===== config.mk =====
export PLATFORM = sky130hd
export DESIGN_NAME = preemptive_priority_scheduler
export DESIGN_NICKNAME = d
export VERILOG_FILES = /design/src/sv/pps_pkg.sv /design/src/sv/pps_ctrl.sv /design/src/sv/pps_dp.sv /design/src/sv/preemptive_priority_scheduler.sv
export SDC_FILE = /design/constraint.sdc
export NUM_CORES = 2
export LEC_CHECK = 0
export ABC_AREA = 0
export BUFFER_PORTS_ARGS = -buffer_cell sky130_fd_sc_hd__buf_4
export CAP_MARGIN = 20
export CORE_ASPECT_RATIO = 1.5
export CORE_MARGIN = 3
export CORE_UTILIZATION = 53
export CTS_CLUSTER_SIZE = 8
export DETAILED_ROUTE_END_ITERATION = 10
export PLACE_DENSITY = 0.69
export SETUP_SLACK_MARGIN = 0.3
export SLEW_MARGIN = 20
export SYNTH_ARGS = -nofsm -noshare
export SYNTH_HDL_FRONTEND = slang
export SYNTH_HIERARCHICAL = 1
export SYNTH_SLANG_ARGS = --single-unit

===== constraint.sdc =====
create_clock -name i_clk -period 5.93 [get_ports i_clk]
set_input_delay 1.186 -clock i_clk [delete_from_list [all_inputs] [get_ports i_clk]]
set_output_delay 1.186 -clock i_clk [all_outputs]
set_load 0.01 [all_outputs]

===== src/sv/pps_pkg.sv =====
// Shared types and constants for the preemptive priority scheduler.
// Used by pps_ctrl, pps_dp and the preemptive_priority_scheduler top level.
package pps_pkg;

    // field widths
    localparam int ARR_W      = 16;
    localparam int BURST_W    = 16;
    localparam int PRIO_W     = 8;
    localparam int IDX_OUT_W  = 4;
    localparam int OUT_TIME_W = 21;

    // one input beat: a task to load
    typedef struct packed {
        logic [ARR_W-1:0]   arrival_time;
        logic [BURST_W-1:0] burst_length;
        logic [PRIO_W-1:0]  task_priority;
        logic               last_task;
    } t_task_in;

    // one output beat: the timing of one task
    typedef struct packed {
        logic [IDX_OUT_W-1:0]  task_index;
        logic [OUT_TIME_W-1:0] first_start;
        logic [OUT_TIME_W-1:0] finish_time;
        logic                  last_result;
    } t_task_out;

    // commands from the controller to the datapath
    typedef struct packed {
        logic load;        // store the accepted task
        logic sched_init;  // clear time, flags and counters for a new schedule
        logic scan_clr;    // restart the task scan
        logic scan_run;    // step the task scan
        logic ready_mode;  // scan for ready task and next arrival, else for a preempter
        logic take_run;    // latch the most urgent ready task as running
        logic jump;        // move time to the earliest pending arrival
        logic fetch;       // read remaining work of the running task, mark its start
        logic apply;       // run until preemption or completion
        logic out_read;    // read the stored times of the current result
        logic out_pop;     // result beat taken
    } t_dp_cmd;

    // status from the datapath to the controller
    typedef struct packed {
        logic scan_done;    // every entry has been compared
        logic ready_found;  // some arrived unfinished task exists
        logic last_finish;  // the apply step completes the final task
        logic out_last;     // current result is the final one
    } t_dp_sts;

endpackage


===== src/sv/pps_ctrl.sv =====
// Sequencer for the preemptive priority scheduler: load, scan, dispatch, report.
// Depends on pps_pkg for the command and status structs.
module pps_ctrl (
    input  logic              i_clk,
    input  logic              i_rst_n,
    input  logic              i_in_valid,
    input  logic              i_in_last,
    output logic              o_in_stall,
    output logic              o_out_valid,
    input  logic              i_out_stall,
    output pps_pkg::t_dp_cmd  o_cmd,
    input  pps_pkg::t_dp_sts  i_sts
);

    typedef enum logic [6:0] {
        ST_LOAD  = 7'b0000001,
        ST_RSCAN = 7'b0000010,
        ST_FETCH = 7'b0000100,
        ST_PSCAN = 7'b0001000,
        ST_APPLY = 7'b0010000,
        ST_ORD   = 7'b0100000,
        ST_OSEND = 7'b1000000
    } t_state;

    t_state r_state;
    t_state n_state;

    // state register
    always_ff @(posedge i_clk) begin
        if (!i_rst_n) begin
            r_state <= ST_LOAD;
        end else begin
            r_state <= n_state;
        end
    end

    // next state and datapath commands
    always_comb begin
        n_state     = r_state;
        o_cmd       = '0;
        o_in_stall  = 1'b1;
        o_out_valid = 1'b0;
        unique case (r_state)
            ST_LOAD: begin
                o_in_stall = 1'b0;
                if (i_in_valid) begin
                    o_cmd.load = 1'b1;
                    if (i_in_last) begin
                        o_cmd.sched_init = 1'b1;
                        o_cmd.scan_clr   = 1'b1;
                        n_state          = ST_RSCAN;
                    end
                end
            end
            ST_RSCAN: begin
                o_cmd.scan_run   = 1'b1;
                o_cmd.ready_mode = 1'b1;
                if (i_sts.scan_done) begin
                    o_cmd.scan_clr = 1'b1;
                    if (i_sts.ready_found) begin
                        o_cmd.take_run = 1'b1;
                        n_state        = ST_FETCH;
                    end else begin
                        o_cmd.jump = 1'b1;
                        n_state    = ST_RSCAN;
                    end
                end
            end
            ST_FETCH: begin
                o_cmd.fetch = 1'b1;
                n_state     = ST_PSCAN;
            end
            ST_PSCAN: begin
                o_cmd.scan_run = 1'b1;
                if (i_sts.scan_done) begin
                    n_state = ST_APPLY;
                end
            end
            ST_APPLY: begin
                o_cmd.apply    = 1'b1;
                o_cmd.scan_clr = 1'b1;
                if (i_sts.last_finish) begin
                    n_state = ST_ORD;
                end else begin
                    n_state = ST_RSCAN;
                end
            end
            ST_ORD: begin
                o_cmd.out_read = 1'b1;
                n_state        = ST_OSEND;
            end
            ST_OSEND: begin
                o_out_valid = 1'b1;
                if (!i_out_stall) begin
                    o_cmd.out_pop = 1'b1;
                    if (i_sts.out_last) begin
                        n_state = ST_LOAD;
                    end else begin
                        n_state = ST_ORD;
                    end
                end
            end
            default: begin
                n_state = ST_LOAD;
            end
        endcase
    end

endmodule


===== src/sv/pps_dp.sv =====
// Datapath for the preemptive priority scheduler: task memories, scan compare,
// time keeping and result readout. Depends on pps_pkg for types and widths.
module pps_dp #(
    parameter int MAX_TASKS = 16
) (
    input  logic               i_clk,
    input  logic               i_rst_n,
    input  pps_pkg::t_task_in  i_in_data,
    input  pps_pkg::t_dp_cmd   i_cmd,
    output pps_pkg::t_dp_sts   o_sts,
    output pps_pkg::t_task_out o_out_data
);

    localparam int IW = $clog2(MAX_TASKS);
    localparam int CW = $clog2(MAX_TASKS + 1);
    // arrival plus the sum of all bursts never reaches 2^TW
    localparam int TW = pps_pkg::ARR_W + CW;
    localparam int AW = pps_pkg::ARR_W;
    localparam int BW = pps_pkg::BURST_W;
    localparam int PW = pps_pkg::PRIO_W;
    localparam int OTW = pps_pkg::OUT_TIME_W;

    // task memories
    logic [AW-1:0]  r_arr_mem    [MAX_TASKS];
    logic [PW-1:0]  r_prio_mem   [MAX_TASKS];
    logic [BW-1:0]  r_rem_mem    [MAX_TASKS];
    logic [OTW-1:0] r_start_mem  [MAX_TASKS];
    logic [OTW-1:0] r_finish_mem [MAX_TASKS];

    // control state
    logic [CW-1:0]        r_count;
    logic [CW-1:0]        r_finished;
    logic [TW-1:0]        r_time;
    logic [MAX_TASKS-1:0] r_done;
    logic [MAX_TASKS-1:0] r_started;
    logic [CW-1:0]        r_scan;
    logic                 r_pvld;
    logic                 r_rdy_found;
    logic                 r_arr_found;
    logic [IW-1:0]        r_k;

    // payload registers
    logic [IW-1:0]  r_pidx;
    logic [AW-1:0]  r_rd_arr;
    logic [PW-1:0]  r_rd_prio;
    logic [BW-1:0]  r_rem_rd;
    logic [OTW-1:0] r_start_rd;
    logic [OTW-1:0] r_finish_rd;
    logic [IW-1:0]  r_rdy_idx;
    logic [PW-1:0]  r_rdy_prio;
    logic [AW-1:0]  r_arr_best;
    logic [IW-1:0]  r_run;
    logic [PW-1:0]  r_run_prio;

    logic          w_load_wr;
    logic [IW-1:0] w_load_idx;
    logic          w_scan_issue;
    logic [IW-1:0] w_scan_idx;
    logic          w_p_done;
    logic [TW-1:0] w_p_arr;
    logic [TW-1:0] w_end;
    logic          w_rdy_hit;
    logic          w_arr_ok;
    logic          w_arr_hit;
    logic [TW-1:0] w_used;
    logic [BW-1:0] w_rem_new;
    logic          w_preempt;
    logic          w_rem_we;
    logic [IW-1:0] w_rem_addr;
    logic [BW-1:0] w_rem_wdata;

    // load and scan addressing
    always_comb begin
        w_load_wr    = i_cmd.load && (r_count < CW'(MAX_TASKS));
        w_load_idx   = r_count[IW-1:0];
        w_scan_issue = i_cmd.scan_run && (r_scan < r_count);
        w_scan_idx   = r_scan[IW-1:0];
    end

    // compare one scanned entry against the running bests
    always_comb begin
        w_p_done  = r_done[r_pidx];
        w_p_arr   = TW'(r_rd_arr);
        w_end     = r_time + TW'(r_rem_rd);
        w_rdy_hit = i_cmd.scan_run && r_pvld && i_cmd.ready_mode && !w_p_done
                    && (w_p_arr <= r_time)
                    && (!r_rdy_found || (r_rd_prio < r_rdy_prio));
        w_arr_ok  = i_cmd.ready_mode
                    || ((r_rd_prio < r_run_prio) && (w_p_arr < w_end));
        w_arr_hit = i_cmd.scan_run && r_pvld && !w_p_done && w_arr_ok
                    && (!r_arr_found || (r_rd_arr < r_arr_best));
    end

    // remaining work after a preemption, and the remaining-memory write port
    always_comb begin
        w_preempt   = r_arr_found;
        w_used      = TW'(r_arr_best) - r_time;
        w_rem_new   = r_rem_rd - w_used[BW-1:0];
        w_rem_we    = w_load_wr || (i_cmd.apply && w_preempt);
        w_rem_addr  = i_cmd.load ? w_load_idx : r_run;
        w_rem_wdata = i_cmd.load ? i_in_data.burst_length : w_rem_new;
    end

    // arrival and priority memory: load writes, scan reads
    always_ff @(posedge i_clk) begin
        if (w_load_wr) begin
            r_arr_mem[w_load_idx]  <= i_in_data.arrival_time;
            r_prio_mem[w_load_idx] <= i_in_data.task_priority;
        end
        if (w_scan_issue) begin
            r_rd_arr  <= r_arr_mem[w_scan_idx];
            r_rd_prio <= r_prio_mem[w_scan_idx];
        end
    end

    // remaining-work memory
    always_ff @(posedge i_clk) begin
        if (w_rem_we) begin
            r_rem_mem[w_rem_addr] <= w_rem_wdata;
        end
        if (i_cmd.fetch) begin
            r_rem_rd <= r_rem_mem[r_run];
        end
    end

    // first-start and finish memories
    always_ff @(posedge i_clk) begin
        if (i_cmd.fetch && !r_started[r_run]) begin
            r_start_mem[r_run] <= OTW'(r_time);
        end
        if (i_cmd.apply && !w_preempt) begin
            r_finish_mem[r_run] <= OTW'(w_end);
        end
        if (i_cmd.out_read) begin
            r_start_rd  <= r_start_mem[r_k];
            r_finish_rd <= r_finish_mem[r_k];
        end
    end

    // hold the bests and the running task
    always_ff @(posedge i_clk) begin
        r_pidx <= w_scan_idx;
        if (w_rdy_hit) begin
            r_rdy_idx  <= r_pidx;
            r_rdy_prio <= r_rd_prio;
        end
        if (w_arr_hit) begin
            r_arr_best <= r_rd_arr;
        end
        if (i_cmd.take_run) begin
            r_run      <= r_rdy_idx;
            r_run_prio <= r_rdy_prio;
        end
    end

    // counters, flags and time
    always_ff @(posedge i_clk) begin
        if (!i_rst_n) begin
            r_count     <= '0;
            r_finished  <= '0;
            r_time      <= '0;
            r_done      <= '0;
            r_started   <= '0;
            r_scan      <= '0;
            r_pvld      <= 1'b0;
            r_rdy_found <= 1'b0;
            r_arr_found <= 1'b0;
            r_k         <= '0;
        end else begin
            // task count: advance on load, drop after the last result
            if (w_load_wr) begin
                r_count <= r_count + CW'(1);
            end else if (i_cmd.out_pop && o_sts.out_last) begin
                r_count <= '0;
            end

            // scan pointer and compare pipeline
            r_pvld <= w_scan_issue;
            if (i_cmd.scan_clr) begin
                r_scan      <= '0;
                r_rdy_found <= 1'b0;
                r_arr_found <= 1'b0;
            end else begin
                if (w_scan_issue) begin
                    r_scan <= r_scan + CW'(1);
                end
                if (w_rdy_hit) begin
                    r_rdy_found <= 1'b1;
                end
                if (w_arr_hit) begin
                    r_arr_found <= 1'b1;
                end
            end

            // schedule time, finished count, done and started flags, result index
            if (i_cmd.sched_init) begin
                r_time     <= '0;
                r_finished <= '0;
                r_done     <= '0;
                r_started  <= '0;
                r_k        <= '0;
            end else begin
                if (i_cmd.jump) begin
                    r_time <= TW'(r_arr_best);
                end
                if (i_cmd.fetch) begin
                    r_started[r_run] <= 1'b1;
                end
                if (i_cmd.apply) begin
                    if (w_preempt) begin
                        r_time <= TW'(r_arr_best);
                    end else begin
                        r_time         <= w_end;
                        r_done[r_run]  <= 1'b1;
                        r_finished     <= r_finished + CW'(1);
                    end
                end
                if (i_cmd.out_pop && !o_sts.out_last) begin
                    r_k <= r_k + IW'(1);
                end
            end
        end
    end

    // status to the controller
    always_comb begin
        o_sts.scan_done   = (r_scan == r_count) && !r_pvld;
        o_sts.ready_found = r_rdy_found;
        o_sts.last_finish = !r_arr_found && ((r_finished + CW'(1)) == r_count);
        o_sts.out_last    = (CW'(r_k) + CW'(1)) == r_count;
    end

    // result beat
    always_comb begin
        o_out_data.task_index  = pps_pkg::IDX_OUT_W'(r_k);
        o_out_data.first_start = r_start_rd;
        o_out_data.finish_time = r_finish_rd;
        o_out_data.last_result = o_sts.out_last;
    end

endmodule


===== src/sv/preemptive_priority_scheduler.sv =====
// Top level of the preemptive priority scheduler: controller plus datapath.
// Depends on pps_pkg, pps_ctrl and pps_dp.
//
//   channel | direction | handshake               | beat
//   --------+-----------+-------------------------+-------------------------
//   in      | input     | i_in_valid / o_in_stall | pps_pkg::t_task_in task
//   out     | output    | o_out_valid/i_out_stall | pps_pkg::t_task_out result
//
// A task beat that does not close a set is stored while the input stays open.
// The beat with last_task set starts the schedule: each decision runs a ready
// scan and a preemption scan over the N stored tasks, one entry per step through
// the single read port of the task memory; a set takes up to about 2N decisions,
// then each result beat is read from the result memories and then shown.
// Reset is synchronous and active low; no memory clearing pass is needed.
// The input stalls from the closing beat until the last result is taken; an
// output stall holds the result beat and the whole sequence.
module preemptive_priority_scheduler #(
    parameter int MAX_TASKS = 16
) (
    input  logic               i_clk,
    input  logic               i_rst_n,
    input  logic               i_in_valid,
    output logic               o_in_stall,
    input  pps_pkg::t_task_in  i_in_data,
    output logic               o_out_valid,
    input  logic               i_out_stall,
    output pps_pkg::t_task_out o_out_data
);

    pps_pkg::t_dp_cmd w_cmd;
    pps_pkg::t_dp_sts w_sts;

    pps_ctrl u_ctrl (
        .i_clk       (i_clk),
        .i_rst_n     (i_rst_n),
        .i_in_valid  (i_in_valid),
        .i_in_last   (i_in_data.last_task),
        .o_in_stall  (o_in_stall),
        .o_out_valid (o_out_valid),
        .i_out_stall (i_out_stall),
        .o_cmd       (w_cmd),
        .i_sts       (w_sts)
    );

    pps_dp #(
        .MAX_TASKS (MAX_TASKS)
    ) u_dp (
        .i_clk      (i_clk),
        .i_rst_n    (i_rst_n),
        .i_in_data  (i_in_data),
        .i_cmd      (w_cmd),
        .o_sts      (w_sts),
        .o_out_data (o_out_data)
    );

    // closing task beat never yields a result in the very next cycle
    a_no_early_result: assert property (@(posedge i_clk) disable iff (!i_rst_n)
        (i_in_valid && !o_in_stall && i_in_data.last_task) |=> !o_out_valid)
        else $error("result beat right after closing task beat");

    // loading and reporting never overlap
    a_load_or_report: assert property (@(posedge i_clk) disable iff (!i_rst_n)
        !(o_out_valid && !o_in_stall))
        else $error("input open while a result is shown");

    // after the final result is taken the block takes tasks again
    a_reopen: assert property (@(posedge i_clk) disable iff (!i_rst_n)
        (o_out_valid && !i_out_stall && o_out_data.last_result) |=> !o_in_stall)
        else $error("input not reopened after final result");

    // dispatch, time jump and apply exclude each other
    a_dispatch_or_jump: assert property (@(posedge i_clk) disable iff (!i_rst_n)
        $onehot0({w_cmd.take_run, w_cmd.jump, w_cmd.apply}))
        else $error("conflicting scheduler commands");

endmodule

## Word-level counts from Yosys, hierarchy flattened

Memory sizes are Yosys's and may differ from the RTL's. A register that Yosys moved wholly into a read port is not among the register bits.
Cells that the tools add are included.

| word-level totals | value |
|---|---|
| bits in registers | 126 |
| RAM bits | 1312 |
| bits of input ports | 45 |
| output and inout port bits | 49 |
| logic and storage cells | 142 |
| memories kept | 5 |

Memory list:

| name | depth | bits a word | rd ports | clocked after Yosys merged registers in | write ports | line | RTL |
|---|---|---|---|---|---|---|---|
| u_dp.r_finish_mem | 16 | 21 | 1 | 1 | 1 | pps_dp.sv:28 | `logic [OTW-1:0] r_finish_mem [MAX_TASKS];` |
| u_dp.r_start_mem | 16 | 21 | 1 | 1 | 1 | pps_dp.sv:27 | `logic [OTW-1:0] r_start_mem [MAX_TASKS];` |
| u_dp.r_arr_mem | 16 | 16 | 1 | 1 | 1 | pps_dp.sv:24 | `logic [AW-1:0] r_arr_mem [MAX_TASKS];` |
| u_dp.r_rem_mem | 16 | 16 | 1 | 1 | 1 | pps_dp.sv:26 | `logic [BW-1:0] r_rem_mem [MAX_TASKS];` |
| u_dp.r_prio_mem | 16 | 8 | 1 | 1 | 1 | pps_dp.sv:25 | `logic [PW-1:0] r_prio_mem [MAX_TASKS];` |

| operators by class | value |
|---|---|
| add/subtract/negate cells | 8 |
| magnitude comparators | 10 |
| equality and inequality tests | 15 |
| muxes and demuxes | 47 |
| bitwise logic cells | 4 |
| reductions and logical operators | 36 |

Operators by type and width:

| kind | number |
|---|---|
| $mux 21 | 3 |
| $pmux 7 s7 | 1 |
| $mux 7 | 5 |
| $or 16x16->16 | 2 |
| $sub 16x16->16 | 2 |
| $mux 1 | 22 |
| $add 21x16->21 | 1 |
| $le 16x21->1 | 1 |
| $lt 16x21->1 | 1 |
| $logic_and 1x1->1 | 19 |
| $lt 16x16->1 | 1 |
| $lt 8x8->1 | 2 |
| $mux 16 | 1 |
| $add 5x1->5 const B | 3 |
| $eq 5x5->1 | 3 |
| $mux 6 | 2 |
| $lt 4x5->1 const B | 2 |
| $mux 5 | 2 |
| $mux 3 | 3 |
| $bmux 1 s4 | 2 |
| $eq 7x1->1 const B | 1 |
| $eq 7x2->1 const B | 1 |
| $eq 7x3->1 const B | 1 |
| $eq 7x4->1 const B | 1 |
| 21 further kinds | 38 |

## Longest topological paths before layout

| depth | value |
|---|---|
| depth in word-level cells | 8 |
| gate-level depth with buffers | 17 |
| mapped depth without buffers | 17 |

## Hierarchy

The synthesis kept the hierarchy.

By module, submodules not included:

| module | instances | cells an instance | area an instance (µm²) | sequential area each (µm²) |
|---|---|---|---|---|
| pps_dp | 1 | 2942 | 60304.1 | 44642.8 |
| pps_ctrl | 1 | 72 | 550.5 | 140.1 |

## Least setup slack after synthesis

No wires, ideal clock.

| timing path | value |
|---|---|
| kind | register to register |
| start point | register u_dp.r_scan[0] |
| end point | register u_dp.r_scan[3] |
| library setup time | 0.065 ns |
| arrival | 5.167 ns |
| data required time | 5.865 ns |
| slack | 0.698 ns |
| stages on the path, launching flop included | 13 |
| path buffers | 3 |
| clock period less this slack | 5.232 ns |
| cells stage by stage | dfxtp_1 > clkbuf_1 > buf_2 > clkbuf_1 > inv_1 > ha_1 > inv_1 > a21oi_1 > nor2_1 > nor4b_1 > nand4_1 > xor2_1 > nor2_1 |

| between the ends | value |
|---|---|
| elaborated cells between the ends (all ways) | 8 |
| those cells by class | add/sub (1); order compare (1); eq/ne (1); mux (2); reduce/logical (3) |

RTL lines:

| what | line | RTL |
|---|---|---|
| from (decl) | pps_dp.sv:36 | `logic [CW-1:0] r_scan;` |
| from (signal assigned) | pps_dp.sv:185 | `r_scan <= r_scan + CW'(1);` |
| $lt 5x5->1 | pps_dp.sv:76 | `w_scan_issue = i_cmd.scan_run && (r_scan < r_count);` |
| $logic_and 1x1->1 | pps_dp.sv:76 |  |
| net u_dp.w_scan_issue | pps_dp.sv:57 | `logic w_scan_issue;` |

The timed path passes the listed nets, and every way through them passes these cells.
A chain may end at the register's enable or synchronous reset.

## Final worst setup path

| timing path | value |
|---|---|
| start point | register u_dp.r_time[4] |
| end point | register u_dp.r_arr_best[11], enable pin |

| between the ends | value |
|---|---|
| word-level cells in the longest chain between the ends | 6 |

RTL lines:

| what | line | RTL |
|---|---|---|
| from (decl) | pps_dp.sv:33 | `logic [TW-1:0] r_time;` |
| from (signal assigned) | pps_dp.sv:204 | `r_time <= TW'(r_arr_best);` |
| from (signal assigned) | pps_dp.sv:211 | `r_time <= TW'(r_arr_best);` |
| from (signal assigned) | pps_dp.sv:213 | `r_time <= w_end;` |
| $add 21x16->21 | pps_dp.sv:84 | `w_end = r_time + TW'(r_rem_rd);` |
| net u_dp.w_end[15] | pps_dp.sv:61 | `logic [TW-1:0] w_end;` |
| $lt 16x21->1 | pps_dp.sv:89 | `\|\| ((r_rd_prio < r_run_prio) && (w_p_arr < w_end));` |
| $logic_and 1x1->1 | pps_dp.sv:89 |  |
| $logic_or 1x1->1 | pps_dp.sv:89 |  |
| $logic_and 1x1->1 | pps_dp.sv:90 | `w_arr_hit = i_cmd.scan_run && r_pvld && !w_p_done && w_arr_ok` |
| $logic_and 1x1->1 | pps_dp.sv:91 | `&& (!r_arr_found \|\| (r_rd_arr < r_arr_best));` |
| net u_dp.w_arr_hit | pps_dp.sv:64 | `logic w_arr_hit;` |
| to (signal assigned) | pps_dp.sv:148 | `r_arr_best <= r_rd_arr;` |
| to (decl) | pps_dp.sv:51 | `logic [AW-1:0] r_arr_best;` |

The timed path passes the listed nets, and every way through them passes these cells.

==> summary.md <==
| Metric | Value |
|---|---|
| Rows | `between 150 and 200` |
| Synth cell types | `80` |
| Synth Register Bits | `1520` |
| DRT Wirelength | `approximately 140000 um` |
| Leakage | `roughly 23 nW` |
| Async SR Flop Fraction | `0%` |
| CTS H-Tree Depth | `4` |
| Vias in the first global route | `~32000` |
| Drt pass-1 iters | `5` |
| DP HPWL | `81470 um` |
| DRC | `0` |
| Slowest stage delay, CP | `between 0.7 and 0.8 ns` |
| Synthesis-to-finish area growth | `14.55%` |
| Max-slew headroom | `a little over a quarter` |
| Ports | `94` |
| Setup WS post-layout | `a little over 0.9 ns` |
| PwrDens | `~350 mW/mm2` |
| Mux contribution to synthesized area | `approximately 16%` |
| CTS sink cnt | `~1500` |
| Most frequent cells in the layout | `1434 x edfxtp_1, 420 x mux4_2, 207 x clkbuf_16` |
| Cell area after synthesis | `just over 0.06 mm2` |
| Total chip power | `roughly 24 mW` |
| RSZ-0062 raised after global routing | `false` |
| GPL Wtd Cong | `0.9083` |
| CP max-delay cell | `dfxtp_1` |
| Synth top area share | `a little over two thirds` |
| Final Hold Viols | `0` |
| Initial antenna violation count | `2` |
| Clk pin slew, worst setup/hold paths | `0.05 ns` |
| CP Data Required Time | `6.46 ns` |
| Clock Tree Buf Depth | `3` |
| Post-DR vias/cell | `between 6 and 7` |
| Peak VDD IR | `0.2579 mV` |
| Layout Skew | `about 0.043 ns` |
| Number of flops mapped to enable cells by yosys | `1434` |
| Hold Slack | `between 0.4 and 0.5 ns` |
| Share of cells above drive strength 1 | `27.46%` |
| Maxcap violations | `0` |
| Largest family of logic cells by synthesized area | `multiplexers` |
| Max frequency | `about 200 MHz` |
| Setup violators final | `0` |
| R2R Setup Slk | `roughly 0.91 ns` |
| Post-place setup slack | `0.6978 ns` |
| Synth Warn # | `6` |
| CTS tree | `done` |
| Cts hold-fix bufs | `0` |
| Core area | `between 0.1 and 0.15 mm2` |
| CTS resizes | `0` |
| Total grt overflow | `0` |
| GR Util All Layers | `between 20% and 30%` |
| Chip height | `approximately 420 um` |
| Dominant cell type by area after synthesis | `edfxtp_1` |
| XOR/XNOR share of the synthesized area | `less than 1%` |
| Clk_lat worst skew | `between 0.8 and 0.9 ns` |
| Final net count | `about 3400` |
| Filler instances | `approximately 7700` |
| Initial core utilization | `53.68%` |
| Mean Syn Cell Area | `approximately 20 um2` |
| Min-Delay Path Class | `reg -> reg` |
| CP top delay family | `compound AO/OA/AOI/OAI gates` |
| Post-CTS Setup Inserts | `0` |
| Die extent in x | `between 200 and 300 um` |
| Total negative setup slack | `0 ns` |
| Worst-path fanout max | `19` |
| Critical path buffers and inverters | `2` |
| Most common library cell in the layout ignoring fill and taps | `edfxtp_1` |
| Antenna-violating nets left | `0` |
| WS Path Type | `reg -> reg` |
| Cells along the critical path | `ha_1 -> a2111oi_0 -> o31a_1 -> o31ai_2 -> a311o_2 -> a31oi_1 -> xnor2_2 -> inv_1 -> ha_1 -> nand2_1 -> nor2_1 -> a221oi_1 -> or2_2 -> o41ai_2 -> a21oi_1 -> buf_4` |
| Worst slew pin tran | `between 1 and 1.5 ns` |
| Syn_nets | `between 3000 and 4000` |
| Cells after Synth | `approximately 3000` |
| Critical Path Most Common Cell | `ha_1` |
| Simple-gate share of the synthesized area | `under 10%` |
| IO Port Bufs | `93` |
| Post-Synth Adder-Cell Area | `2.665%` |
| Largest cells by area after synthesis | `edfxtp_1 71%, mux4_2 16%, dfxtp_1 2.8%` |
| Setup crit end kind | `flip-flop` |
| Avg WL per Cell | `29.31 um` |
| CP arrival | `approximately 5.6 ns` |
| Status | `complete, no violations` |
| Most used flip-flop cell after synthesis | `edfxtp_1` |
| Global-route wire length before repair | `~210000 um` |
| Seq/Total Area, Yosys | `between 70% and 80%` |
| Initial drt markers | `between 3000 and 4000` |
| Die ar. | `0.1190 mm2` |
| Final Cycle Share | `84.69%` |
| Shortest period the worst path allows | `about 5 ns` |
| Routed vias | `30080` |
| Largest net degree at the start of global routing | `105` |
| CTS root buffer | `clkbuf_16` |
| Synth Area in Compound Gates | `2.591%` |
| Critical Path Start Type | `flip-flop` |
| Cts bufs inserted | `approximately 210` |
| Slew Limit Fails | `0` |
==> registers in the layout (all words and copies together) (netlist names), 16 cells and up <==
register / count
u_dp/r_arr_mem: 256
u_dp/r_arr_best: 16
u_dp/r_rem_rd: 16
u_dp/r_rem_mem: 256
u_dp/r_started: 16
u_dp/r_rd_arr: 16
u_dp/r_start_mem: 336
u_dp/r_done: 16
u_dp/r_time: 21
u_dp/r_finish_rd: 21
u_dp/r_finish_mem: 336
u_dp/r_start_rd: 21
u_dp/r_prio_mem: 128
==> per-layer routing <==
metal	GRT usage (%)	vias to the layer above	share of wire [%]
met5	0	-	0
met4	8.236	0	3.3
met3	4.318	285	5.9
met2	42.40	1158	53
met1	31.16	15910	38
li1	-	12730	-
==> final cells by class <==
| cell class | count | area [um2] | area share (%) |
|---|---|---|---|
| multi-input combinational | 1226 | 15320 | 21.98 |
| inverter | 130 | 488.0 | 0.7000 |
| clock inverter | 15 | 340.3 | 0.4882 |
| clock buffer | 287 | 5480 | 7.861 |
| tap | 1453 | 1818 | 2.608 |
| sequential | 1520 | 44800 | 64.27 |
| antenna | 3 | 7.507 | 0.01077 |
| timing repair buffer | 190 | 1454 | 2.086 |
==> where the power goes <==
part | switching [mW] | internal, mW | leakage (nW)
registers | 0.123 | 12.2 | 13.6
logic | 0.956 | 0.455 | 6.18
clock network | 4.23 | 6.35 | 2.79
total | 5.31 | 19.0 | 22.6
==> per-stage QoR <==
step | cell area [um2] | std cells | utilization [%]
2_1_floorplan | 60850 | 3014 | -
3_3_place_gp | 63750 | 4510 | 56.24
3_5_place_dp | 63770 | 4514 | 56.26
4_1_cts | 69590 | 4816 | 61.39
5_1_grt | 69700 | 4821 | 61.49
6_report | 69710 | 4824 | 61.50
==> worst reg2reg max path: stages, from the launching register on <==
cell and delay, ns:
dfxtp_1 0.72, ha_1 0.42, a2111oi_0 0.47, o31a_1 0.26
o31ai_2 0.14, a311o_2 0.49, a31oi_1 0.32, xnor2_2 0.32
inv_1 0.13, ha_1 0.32, nand2_1 0.06, nor2_1 0.11
a221oi_1 0.09, or2_2 0.29, o41ai_2 0.31, a21oi_1 0.08
buf_4 0.22
==> cells in the mapped netlist (3+ instances only) <==
library cell,instances
a2111oi_0,4
a211oi_1,6
a21o_1,24
a21oi_1,62
a22oi_1,6
a311oi_1,9
a31oi_1,11
a41oi_1,4
and2_1,9
and3_1,9
buf_1,28
buf_2,9
clkbuf_1,96
dfxtp_1,86
edfxtp_1,1434
fa_1,16
ha_1,104
inv_1,129
mux2_2,4
mux2i_1,4
mux4_2,420
nand2_1,93
nand2b_1,21
nand3_1,19
nand4_1,8
nor2_1,170
nor2b_1,17
nor3_1,19
nor4_1,5
nor4b_1,3
o211ai_1,8
o21a_1,8
o21ai_0,45
o22ai_1,3
o31ai_1,3
or2_2,4
or3_1,8
xnor2_1,33
xor2_1,21
==> path summary, 6_finish.rpt <==
kind	from	endpoint	depth (start not counted)
hold reg to reg	u_dp/r_rdy_idx[2]$_DFFE_PP_	u_dp/r_run[2]$_DFFE_PP_	0
setup / recovery	u_dp/r_time[4]$_SDFFE_PP0P_	u_dp/r_arr_best[11]$_DFFE_PP_	16
setup reg to reg	u_dp/r_time[4]$_SDFFE_PP0P_	u_dp/r_arr_best[11]$_DFFE_PP_	16
hold / removal	u_dp/r_rdy_idx[2]$_DFFE_PP_	u_dp/r_run[2]$_DFFE_PP_	0
==> cells by family after synthesis <==
kind of cell / Yosys count
multiplexers: 430
buffers and inverters: 268
adder cells (fa/ha/maj): 120
flip-flops: 1520
AND/OR/NAND/NOR: 393
XOR/XNOR: 54
AO/OA/AOI/OAI: 229
(Power assumes the default switching activity.)
